`config.mk`:
```
export PLATFORM = sky130hd
export DESIGN_NAME = gflt_queue
export DESIGN_NICKNAME = d
export VERILOG_FILES = /design/src/rtl/gflt_pkg.sv /design/src/rtl/gflt_queue.sv
export SDC_FILE = /design/constraint.sdc
export NUM_CORES = 1
export LEC_CHECK = 0
export BUFFER_PORTS_ARGS = -buffer_cell sky130_fd_sc_hd__buf_2
export CORE_UTILIZATION = 45
export CTS_BUF_LIST = sky130_fd_sc_hd__clkbuf_8 sky130_fd_sc_hd__clkbuf_16
export CTS_CLUSTER_SIZE = 12
export DETAILED_ROUTE_END_ITERATION = 16
export HOLD_SLACK_MARGIN = 0.1
export MAX_ROUTING_LAYER = met4
export PLACE_DENSITY_LB_ADDON = 0.05
export SLEW_MARGIN = 10
export SYNTH_ARGS = -nofsm -noshare
export SYNTH_HDL_FRONTEND = slang
export SYNTH_SLANG_ARGS = --single-unit
```
`constraint.sdc`:
```
create_clock -name aclk -period 8.35 [get_ports aclk]
set_input_delay 1.2525 -clock aclk [delete_from_list [all_inputs] [get_ports aclk]]
set_output_delay 1.2525 -clock aclk [all_outputs]
set_load 0.01 [all_outputs]
```
`src/rtl/gflt_pkg.sv`:
```
// ----------------------------------------------------------------------------
// gflt_pkg
// shared types and constants of the 5x5 gaussian line filter
// ----------------------------------------------------------------------------
`default_nettype none

package gflt_pkg;

    localparam int CFG_W     = 11;
    localparam int CFG_IDX_W = 1;
    localparam int PIX_W     = 8;
    localparam int POS_W     = 10;

    localparam logic [CFG_IDX_W-1:0] REG_FRAME_WIDTH  = 1'd0;
    localparam logic [CFG_IDX_W-1:0] REG_FRAME_HEIGHT = 1'd1;

    localparam logic [CFG_W-1:0] FRAME_SIZE_RESET = 11'd1024;

    localparam int QUEUE_DEPTH = 4;

    // kernel, sum of weights and reciprocal for the divide by 644
    localparam int ROW_SUM_W = 17;
    localparam int SUM_W     = 18;
    localparam int PROD_W    = 33;
    localparam logic [6:0] KERN [5][5] = '{
        '{7'd5,  7'd8,  7'd10,  7'd8,  7'd5},
        '{7'd8,  7'd20, 7'd80,  7'd20, 7'd8},
        '{7'd10, 7'd80, 7'd120, 7'd80, 7'd10},
        '{7'd8,  7'd20, 7'd80,  7'd20, 7'd8},
        '{7'd5,  7'd8,  7'd10,  7'd8,  7'd5}
    };
    localparam logic [SUM_W-1:0] KSUM   = 18'd644;
    localparam logic [14:0]      RECIP  = 15'd26051;
    localparam int               RSHIFT = 24;

    typedef logic [4:0][4:0][PIX_W-1:0] window_t;

    typedef struct packed {
        logic [PIX_W-1:0] pix;
        logic [POS_W-1:0] row;
        logic [POS_W-1:0] col;
        logic             has_filt;
        logic             has_pass;
        logic             frame_end;
    } meta_t;

    typedef struct packed {
        window_t win;
        meta_t   meta;
    } job_t;

    typedef struct packed {
        logic [PIX_W-1:0] pix;
        logic [POS_W-1:0] row;
        logic [POS_W-1:0] col;
        logic             filtered;
        logic             done;
    } result_t;

endpackage

`default_nettype wire

```
`src/rtl/gflt_queue.sv`:
```
// ----------------------------------------------------------------------------
// gflt_queue
// short fifo of classified jobs between intake and filter datapath
// ----------------------------------------------------------------------------
`default_nettype none

module gflt_queue
    import gflt_pkg::*;
(
    input  wire logic aclk,
    input  wire logic aresetn,
    input  wire logic push_valid,
    input  job_t      push_job,
    output logic      full,
    output logic      head_valid,
    output job_t      head_job,
    input  wire logic pop
);

    localparam int PW = $clog2(QUEUE_DEPTH);

    job_t          mem_reg [QUEUE_DEPTH];
    logic [PW-1:0] wr_ptr_reg;
    logic [PW-1:0] rd_ptr_reg;
    logic [PW:0]   count_reg;
    logic          do_push;
    logic          do_pop;

    assign full       = (count_reg == (PW+1)'(QUEUE_DEPTH));
    assign head_valid = (count_reg != '0);
    assign head_job   = mem_reg[rd_ptr_reg];
    assign do_push    = push_valid && !full;
    assign do_pop     = pop && head_valid;

    always_ff @(posedge aclk) begin
        if (!aresetn) begin
            wr_ptr_reg <= '0;
            rd_ptr_reg <= '0;
            count_reg  <= '0;
        end else begin
            if (do_push) begin
                wr_ptr_reg <= wr_ptr_reg + 1'b1;
            end
            if (do_pop) begin
                rd_ptr_reg <= rd_ptr_reg + 1'b1;
            end
            if (do_push && !do_pop) begin
                count_reg <= count_reg + 1'b1;
            end else if (do_pop && !do_push) begin
                count_reg <= count_reg - 1'b1;
            end
        end
    end

    always_ff @(posedge aclk) begin
        if (do_push) begin
            mem_reg[wr_ptr_reg] <= push_job;
        end
    end

endmodule

`default_nettype wire

```
==> results.json <==
{
  "final_layout_size_suffix_gt1_share_pct": 45.06,
  "finalSetupViolations": 0,
  "p_leak_nw": 13.35,
  "fin_nets": 2022,
  "cp.arrival_ps": 3270,
  "timing.hold.ws_ps": 517.0,
  "hpwl_mm": 39.73,
  "grt_max_degree": 146,
  "gp_congestion": 0.7547,
  "post-place-ws_ps": 4183,
  "holdCritPathClass": "register to register",
  "placementRows": 100,
  "detail_route.wl_per_cell_um": 24.34,
  "hold_buffers": 0,
  "pin_count": 468,
  "drc": 0,
  "synth_area_mm2": 0.03381,
  "cts-htree-levels": 3,
  "status": "completed",
  "globalRouteMet1Util_pct": 23.17,
  "cp.required_ps": 7100,
  "post_cts_resized": 0,
  "dieWidth_um": 276.1,
  "grtUsageTotal_pct": 18.81,
  "fin_crit_sh_pct": 54.18,
  "ir_drop_v": 0.0002194,
  "port_buffers": 467,
  "grt-ovfl-total": 0,
  "area_growth_pct": 18.61,
  "fmax_mhz": 221.0,
  "antenna_found_initial": 21,
  "drt-total-wl_mm": 69.16,
  "rsz0062_at_grt": "false",
  "placed_area_mm2": 0.03717,
  "yosys_register_bits": 933,
  "setup_ws_ps": 3826,
  "path_class": "register to output pin",
  "largest_reg_flops": 924,
  "grt_pass1_vias": 15820,
  "yosysMostFrequentCell": "edfxtp_1",
  "max_cap_viol_count": 0,
  "synthCells": 1255,
  "path_max_fanout": 64,
  "vias_per_cell": 5.259,
  "tightest_slew_ps": 1137,
  "start_util_pct": 45.42,
  "ys_seq_area_share_pct": 82.59,
  "core_mm2": 0.07445,
  "tns_ps": 0,
  "synth_largest_area_cell": "edfxtp_1",
  "cts-buffers-inserted": 98,
  "ys_warn_count": 0,
  "clock_skew_ps": 15.50,
  "synth_edf_count": 924,
  "grt-busiest-layer": "met2",
  "cp-start-kind": "register",
  "slew_headroom_pct": 24.19,
  "die-area_mm2": 0.07624,
  "cts_tree": "yes",
  "drt_iter0_drc": 1027,
  "met2_usage_pct": 29.56,
  "syn_avg_cell_area_um2": 26.94,
  "powerDensity_mw_per_mm2": 312.7,
  "synth_top_cells_by_area": "edfxtp_1, mux4_2, buf_6",
  "synthArstFlopShare_pct": 0,
  "root_buffer": "clkbuf_16",
  "ys_dominant_reg_cell": "edfxtp_1",
  "gr-usage-met3_pct": 6.033,
  "maxSlewViolCount": 0,
  "hold_violations": 0,
  "chipHeight_um": 276.1,
  "fin_area_mm2": 0.04011,
  "period_minus_slack_ps": 4524,
  "worstSetupEndpointType": "output pin",
  "synth_common_cells": "edfxtp_1, mux4_2, buf_2",
  "vias": 14940,
  "first_pass_iters": 5,
  "synth_fp_nets": 1496,
  "post-cts-setup-buffers": 0,
  "clkSinkCount": 933,
  "grt_pass1_wl_mm": 101.9,
  "insertion_delay_ps": 620,
  "ys_types": 21,
  "clk_pin_slew_ps": 60,
  "yosys.area.top_type_share_pct": 82.06,
  "final_antenna_net_count": 0,
  "cts_buffer_depth": 3
}
-- report_power, final --
| group | total [mW] | switching (mW) | internal [mW] |
|---|---|---|---|
| Sequential | 5.85 | 0.159 | 5.69 |
| Clock | 3.91 | 1.66 | 2.25 |
| Combinational | 2.79 | 1.50 | 1.29 |
| Total | 12.5 | 3.32 | 9.23 |
-- critical path, stage by stage (launching register included) --
cell,delay [ps]
dfxtp_4,1020
buf_4,870
mux4_2,450
buf_2,160
-- logic make-up after synthesis --
| group | count (synthesis) | synth area share [%] |
|---|---|---|
| fa+ha+maj | 6 | 0.2442 |
| xor+xnor | 4 | 0.1036 |
| buf+inv | 57 | 1.214 |
| flops | 933 | 82.59 |
| simple gates | 17 | 0.2886 |
| mux | 234 | 15.47 |
| compound gates | 4 | 0.08511 |
-- placed cells by master, fill, tap and decap left out, types with 3 or more instances in the layout --
cell type  count
xnor2_1        3
dfxtp_1        7
edfxtp_1     924
buf_12         7
clkinv_1      24
diode_2       21
clkinv_2       8
inv_6          4
clkbuf_16     99
buf_2        467
inv_1         32
ha_1           5
bufinv_16      4
nand2_1        4
mux2i_1        3
and2_1         4
buf_4          6
mux4_2       231
and2_4         4
-- per-layer routing --
layer,part of all wire [%],vias up
met3,7.5,114
met5,0,-
li1,-,6551
met2,50,416
met1,40,7860
met4,2.5,0
-- area by class of cell --
type,instances,area (um2)
well taps,969,1212
diodes,21,52.55
multi-input cells,265,5487
repair buffers,480,2522
fillers,5742,34340
inverters,3,11.26
clock inverters,71,410.4
clock buffers,99,2477
flip-flops and latches,933,27930
-- path summary, 6_finish.rpt --
kind	from	end	slack, ps	depth (start not counted)
worst min register to register	wr_ptr_reg[1]$_SDFFE_PN0P_	wr_ptr_reg[1]$_SDFFE_PN0P_	520	2
worst max-delay path	register	head_job[149]	3830	3
worst max register to register	count_reg[0]$_SDFFE_PN0P_	mem_reg[2][17]$_DFFE_PP_	5140	4
worst min-delay path	wr_ptr_reg[1]$_SDFFE_PN0P_	wr_ptr_reg[1]$_SDFFE_PN0P_	520	2
-- stage by stage --
| stage | utilization (%) | power (mW) | cells |
|---|---|---|---|
| after floorplan | - | 7.840 | 1255 |
| after global placement | 49.92 | 8.818 | 2650 |
| after detailed placement | 49.92 | 8.839 | 2650 |
| after CTS | 53.80 | 12.79 | 2820 |
| after global routing | 53.87 | 13.10 | 2840 |
| final | 53.87 | 12.54 | 2841 |
No activity file was read; power rests on OpenSTA's default activity.
