<file path="src/rtl/gflt_pkg.sv">
// ----------------------------------------------------------------------------
// gflt_pkg
// shared types and constants of the 5x5 gaussian line filter
// ----------------------------------------------------------------------------
`default_nettype none

package gflt_pkg;

    localparam int CFG_W     = 11;
    localparam int CFG_IDX_W = 1;
    localparam int PIX_W     = 8;
    localparam int POS_W     = 10;

    localparam logic [CFG_IDX_W-1:0] REG_FRAME_WIDTH  = 1'd0;
    localparam logic [CFG_IDX_W-1:0] REG_FRAME_HEIGHT = 1'd1;

    localparam logic [CFG_W-1:0] FRAME_SIZE_RESET = 11'd1024;

    localparam int QUEUE_DEPTH = 4;

    // kernel, sum of weights and reciprocal for the divide by 644
    localparam int ROW_SUM_W = 17;
    localparam int SUM_W     = 18;
    localparam int PROD_W    = 33;
    localparam logic [6:0] KERN [5][5] = '{
        '{7'd5,  7'd8,  7'd10,  7'd8,  7'd5},
        '{7'd8,  7'd20, 7'd80,  7'd20, 7'd8},
        '{7'd10, 7'd80, 7'd120, 7'd80, 7'd10},
        '{7'd8,  7'd20, 7'd80,  7'd20, 7'd8},
        '{7'd5,  7'd8,  7'd10,  7'd8,  7'd5}
    };
    localparam logic [SUM_W-1:0] KSUM   = 18'd644;
    localparam logic [14:0]      RECIP  = 15'd26051;
    localparam int               RSHIFT = 24;

    typedef logic [4:0][4:0][PIX_W-1:0] window_t;

    typedef struct packed {
        logic [PIX_W-1:0] pix;
        logic [POS_W-1:0] row;
        logic [POS_W-1:0] col;
        logic             has_filt;
        logic             has_pass;
        logic             frame_end;
    } meta_t;

    typedef struct packed {
        window_t win;
        meta_t   meta;
    } job_t;

    typedef struct packed {
        logic [PIX_W-1:0] pix;
        logic [POS_W-1:0] row;
        logic [POS_W-1:0] col;
        logic             filtered;
        logic             done;
    } result_t;

endpackage

`default_nettype wire

</file>
<file path="src/rtl/gflt_back.sv">
// ----------------------------------------------------------------------------
// gflt_back
// weighted sum, divide by 644 and result sequencing with output register
// ----------------------------------------------------------------------------
`default_nettype none

module gflt_back
    import gflt_pkg::*;
(
    input  wire logic aclk,
    input  wire logic aresetn,
    input  wire logic head_valid,
    input  job_t      head_job,
    output logic      pop,
    output logic      m_valid,
    input  wire logic m_ready,
    output result_t   m_result
);

    logic                 en;
    logic                 out_free;
    logic                 load;
    logic                 last;
    result_t              res;

    logic                 s1_valid_reg;
    meta_t                s1_meta_reg;
    logic [ROW_SUM_W-1:0] s1_rsum_reg [5];
    logic [ROW_SUM_W-1:0] rsum_next [5];

    logic                 s2_valid_reg;
    meta_t                s2_meta_reg;
    logic [SUM_W-1:0]     s2_total_reg;
    logic [SUM_W-1:0]     total_next;

    logic                 s3_valid_reg;
    meta_t                s3_meta_reg;
    logic [SUM_W-1:0]     s3_total_reg;
    logic [PROD_W-1:0]    s3_prod_reg;

    logic                 f_valid_reg;
    meta_t                f_meta_reg;
    logic [PIX_W-1:0]     f_q_reg;
    logic                 f_sent_reg;
    logic [PIX_W-1:0]     q0;
    logic [SUM_W-1:0]     rem;
    logic [PIX_W-1:0]     q_next;

    logic                 m_valid_reg;
    result_t              m_result_reg;

    assign out_free = !m_valid_reg || m_ready;
    assign load     = f_valid_reg && out_free;

    // filtered result first, pass-through second
    always_comb begin
        if (f_meta_reg.has_filt && !f_sent_reg) begin
            last         = !f_meta_reg.has_pass;
            res.pix      = f_q_reg;
            res.row      = f_meta_reg.row - POS_W'(2);
            res.col      = f_meta_reg.col - POS_W'(2);
            res.filtered = 1'b1;
            res.done     = f_meta_reg.frame_end && !f_meta_reg.has_pass;
        end else begin
            last         = 1'b1;
            res.pix      = f_meta_reg.pix;
            res.row      = f_meta_reg.row;
            res.col      = f_meta_reg.col;
            res.filtered = 1'b0;
            res.done     = f_meta_reg.frame_end;
        end
    end

    assign en  = !f_valid_reg || (load && last);
    assign pop = en && head_valid;

    always_comb begin
        logic [ROW_SUM_W-1:0] acc;
        for (int ky = 0; ky < 5; ky++) begin
            acc = '0;
            for (int kx = 0; kx < 5; kx++) begin
                acc = acc + ROW_SUM_W'(head_job.win[ky][kx]) * ROW_SUM_W'(KERN[ky][kx]);
            end
            rsum_next[ky] = acc;
        end
    end

    always_comb begin
        total_next = '0;
        for (int ky = 0; ky < 5; ky++) begin
            total_next = total_next + SUM_W'(s1_rsum_reg[ky]);
        end
    end

    // quotient estimate is exact or one low
    always_comb begin
        q0     = PIX_W'(s3_prod_reg >> RSHIFT);
        rem    = s3_total_reg - SUM_W'(q0) * KSUM;
        q_next = (rem >= KSUM) ? q0 + 1'b1 : q0;
    end

    always_ff @(posedge aclk) begin
        if (!aresetn) begin
            s1_valid_reg <= 1'b0;
            s2_valid_reg <= 1'b0;
            s3_valid_reg <= 1'b0;
            f_valid_reg  <= 1'b0;
            f_sent_reg   <= 1'b0;
        end else if (en) begin
            s1_valid_reg <= head_valid;
            s2_valid_reg <= s1_valid_reg;
            s3_valid_reg <= s2_valid_reg;
            f_valid_reg  <= s3_valid_reg;
            f_sent_reg   <= 1'b0;
        end else if (load) begin
            f_sent_reg <= 1'b1;
        end
    end

    always_ff @(posedge aclk) begin
        if (en) begin
            s1_meta_reg  <= head_job.meta;
            s1_rsum_reg  <= rsum_next;
            s2_meta_reg  <= s1_meta_reg;
            s2_total_reg <= total_next;
            s3_meta_reg  <= s2_meta_reg;
            s3_total_reg <= s2_total_reg;
            s3_prod_reg  <= PROD_W'(s2_total_reg) * PROD_W'(RECIP);
            f_meta_reg   <= s3_meta_reg;
            f_q_reg      <= q_next;
        end
    end

    always_ff @(posedge aclk) begin
        if (!aresetn) begin
            m_valid_reg <= 1'b0;
        end else if (load) begin
            m_valid_reg <= 1'b1;
        end else if (m_ready) begin
            m_valid_reg <= 1'b0;
        end
    end

    always_ff @(posedge aclk) begin
        if (load) begin
            m_result_reg <= res;
        end
    end

    assign m_valid  = m_valid_reg;
    assign m_result = m_result_reg;

endmodule

`default_nettype wire

</file>
<file path="config.mk">
export PLATFORM = sky130hd
export DESIGN_NAME = gflt_back
export DESIGN_NICKNAME = d
export VERILOG_FILES = /design/src/rtl/gflt_pkg.sv /design/src/rtl/gflt_back.sv
export SDC_FILE = /design/constraint.sdc
export NUM_CORES = 1
export LEC_CHECK = 0
export BUFFER_PORTS_ARGS = -buffer_cell sky130_fd_sc_hd__buf_2
export CORE_MARGIN = 1.5
export CORE_UTILIZATION = 44
export DETAILED_ROUTE_END_ITERATION = 6
export SLEW_MARGIN = 10
export SYNTH_ARGS = -nofsm -noshare
export SYNTH_HDL_FRONTEND = slang
export SYNTH_SLANG_ARGS = --single-unit
</file>
<file path="constraint.sdc">
create_clock -name aclk -period 24.2 [get_ports aclk]
set_clock_uncertainty 0.15 [all_clocks]
set_input_delay 1.21 -clock aclk [delete_from_list [all_inputs] [get_ports aclk]]
set_output_delay 1.21 -clock aclk [all_outputs]
set_load 0.05 [all_outputs]
</file>
==> reports/qor.txt <==
Final nets = 3,657
reg2reg start = s2_total_reg[3]
syn_area_per_cell = 11.7 um2
Reg-to-Reg End = s3_prod_reg[30]
worst setup path startpoint = s2_total_reg[3]
RSZ-0062 raised after global routing = no
Clk Latency, worst-skew pair = 580 ps
crit path time final = 6580 ps
fin crit share = 0.272
vias post-DR = 16,700
drt wl/cell = 15.2 um
Resized Gates After CTS = 0
Max Slew Vio Count = 0
first-pass iteration count of the detailed router = 7
Final setup violation count = 0
layout cell share with drive strength beyond 1 = 0.124
fillers = 5,500
gr ovfl total = 0
hold buffer count at CTS = 0
ANT nets after route = 0
outcome = finished, final reports clean
vias in the first global route = 18,400
Synth Flop Type = edfxtp_1
largest net degree at the start of global routing = 195
Largest register FFs = 74
met3 usage = 0.0191
P&R area growth vs syn = 12.3%
asr flop ratio synth = 0
initial antenna violation count = 8
Core Box Area = 61,500 um2
Worst slew margin = 0.294
synth warn = 0
hold_ws = 263 ps
Crit Path Category = reg2reg
HPWL reported at the end of detailed placement = 45,200 um
Critical Path Sink = s3_prod_reg[30]
Residual DRC = 0
total wire length = 52,400 um
Initial Utilization = 0.444
Post-synth EDFFs = 278
hold crit path type = reg2reg
Synth Cell Area = 27,300 um2
fmax = 0.152 GHz
Req. time, crit path = 24,380 ps
R2R Setup Slk = 17,620 ps
Most Crowded Layer GR = met2
Root Driver = clkbuf_16
H-Tree Depth = 1
die width = 252 um
maxcap violations = 0
num ports = 267
Clock Pin Slew Worst Setup and Hold Paths = 70 ps
cells after synthesis = 2,331
met2 global-route usage = 0.322
worst-margin pin slew = 1060 ps
Die Y-Extent = 252 um
final instance area = 30,700 um2
reg2reg path depth = 22
post-synthesis sequential area ratio = 0.310
Max clock buf depth = 3
FF+latch count, synth = 284
CTS tree = built
CP arrival = 6760 ps
commonest non-fill, non-tap cell in the layout = inv_1
GRT Total Usage = 0.169
CP Capture Type = flip-flop
initial DRC count = 531
Site Rows = 91
global-route wire length before repair = 87,200 um
postcts setup bufs = 0
TritonCTS Sinks = 284
Crit Path Max Fanout = 6
Placer Congestion = 0.840
DIE AREA = 63,600 um2
cts bufs inserted = 31
Mapped Nets = 3,357
Synth cell types = 52
most frequent cells in the layout = inv_1 (538), ha_1 (490), fa_1 (301)
setup TNS = 0 ps
Hold Violations, Final = 0
critical path launch point type = flip-flop
port bufs = 266
Vias/cell = 4.84
placed cell area = 29,700 um2
met1 GRT Util = 0.203
## synth_stat cells (all sizes together), types with 4 or more instances
| master | number | area (um2) |
|---|---|---|
| o21a | 17 | 128 |
| o21bai | 40 | 300 |
| a21oi | 114 | 571 |
| nor3 | 23 | 115 |
| nand2b | 11 | 68.8 |
| nor2b | 30 | 188 |
| edfxtp | 278 | 8350 |
| a41o | 4 | 40.0 |
| fa | 301 | 6030 |
| o41a | 4 | 45.0 |
| o21ai | 44 | 220 |
| mux2i | 5 | 50.1 |
| nor2 | 53 | 199 |
| a21boi | 7 | 52.6 |
| xor2 | 48 | 420 |
| a21o | 48 | 360 |
| or2 | 5 | 31.3 |
| dfxtp | 6 | 120 |
| o41ai | 6 | 52.6 |
| inv | 538 | 2020 |
| a211oi | 6 | 45.0 |
| o211ai | 5 | 37.5 |
| xnor2 | 117 | 1020 |
| or3 | 9 | 56.3 |
| nand2 | 63 | 236 |
| nand3 | 16 | 80.1 |
| nand4 | 5 | 31.3 |
| and2 | 4 | 25.0 |
| ha | 490 | 6130 |
| a2111oi | 4 | 60.1 |
## through the flow
stage	cells	worst slack, ps	utilization
final	3452	17620	0.499
after global routing	3449	17310	0.499
after CTS	3443	17630	0.498
after detailed placement	3388	17280	0.483
after global placement	3388	17340	0.483
after floorplan	2331	9150	-
## final cells by class
type	instances	area, um2	share of cell area
multi-input combinational	1506	16800	0.549
antenna	9	22.5	0.000735
clock inverter	20	171	0.00559
tap	790	988	0.0322
clock buffer	35	791	0.0258
inverter	538	2020	0.0659
sequential	284	8470	0.276
timing repair buffer	270	1370	0.0448
## worst min path at each step
stage	start	end	slack (ps)	cells after the start
finish	s2_meta_reg[29]	s3_meta_reg[29]	260	0
global route	s2_meta_reg[29]	s3_meta_reg[29]	270	0
CTS	s3_meta_reg[15]	f_meta_reg[15]	270	0
detailed placement	s3_meta_reg[6]	f_meta_reg[6]	250	0
global placement	s1_meta_reg[17]	s2_meta_reg[17]	250	0
floorplan	s3_meta_reg[0]	f_meta_reg[0]	250	0
## metal layers
layer  wire (um)  share of wire
met1       22200           0.42
met2       27700           0.53
met3        1480          0.028
met4        1030          0.020
met5           0              0
## cells by family (layout without fill, tap and decap cells)
group | after synthesis | in the layout | share of synthesized area
mux | 6 | 6 | 0.00224
flops | 284 | 284 | 0.310
compound gates | 315 | 315 | 0.0749
buf+inv | 541 | 863 | 0.0744
xor+xnor | 165 | 165 | 0.0529
fa+ha+maj | 791 | 791 | 0.445
simple gates | 229 | 229 | 0.0405
other cells | 0 | 9 | 0
## worst max-delay path, cell delays in order, from the launching register on
cell      delay (ps)
edfxtp_1         520
ha_1             370
inv_1             60
fa_1             550
inv_1             60
fa_1             530
inv_1             60
fa_1             530
inv_1             50
fa_1             550
inv_1             60
fa_1             500
inv_1             40
ha_1             310
a21o_1           190
a21o_1           170
a21oi_1          160
o21ai_0          170
o41a_1           460
a41o_1           290
or2_2            300
a21oi_1          180
xnor2_1           80
Power is not shown: default switching activity piles up to over one toggle a cycle in this logic, so the estimate is an artifact.
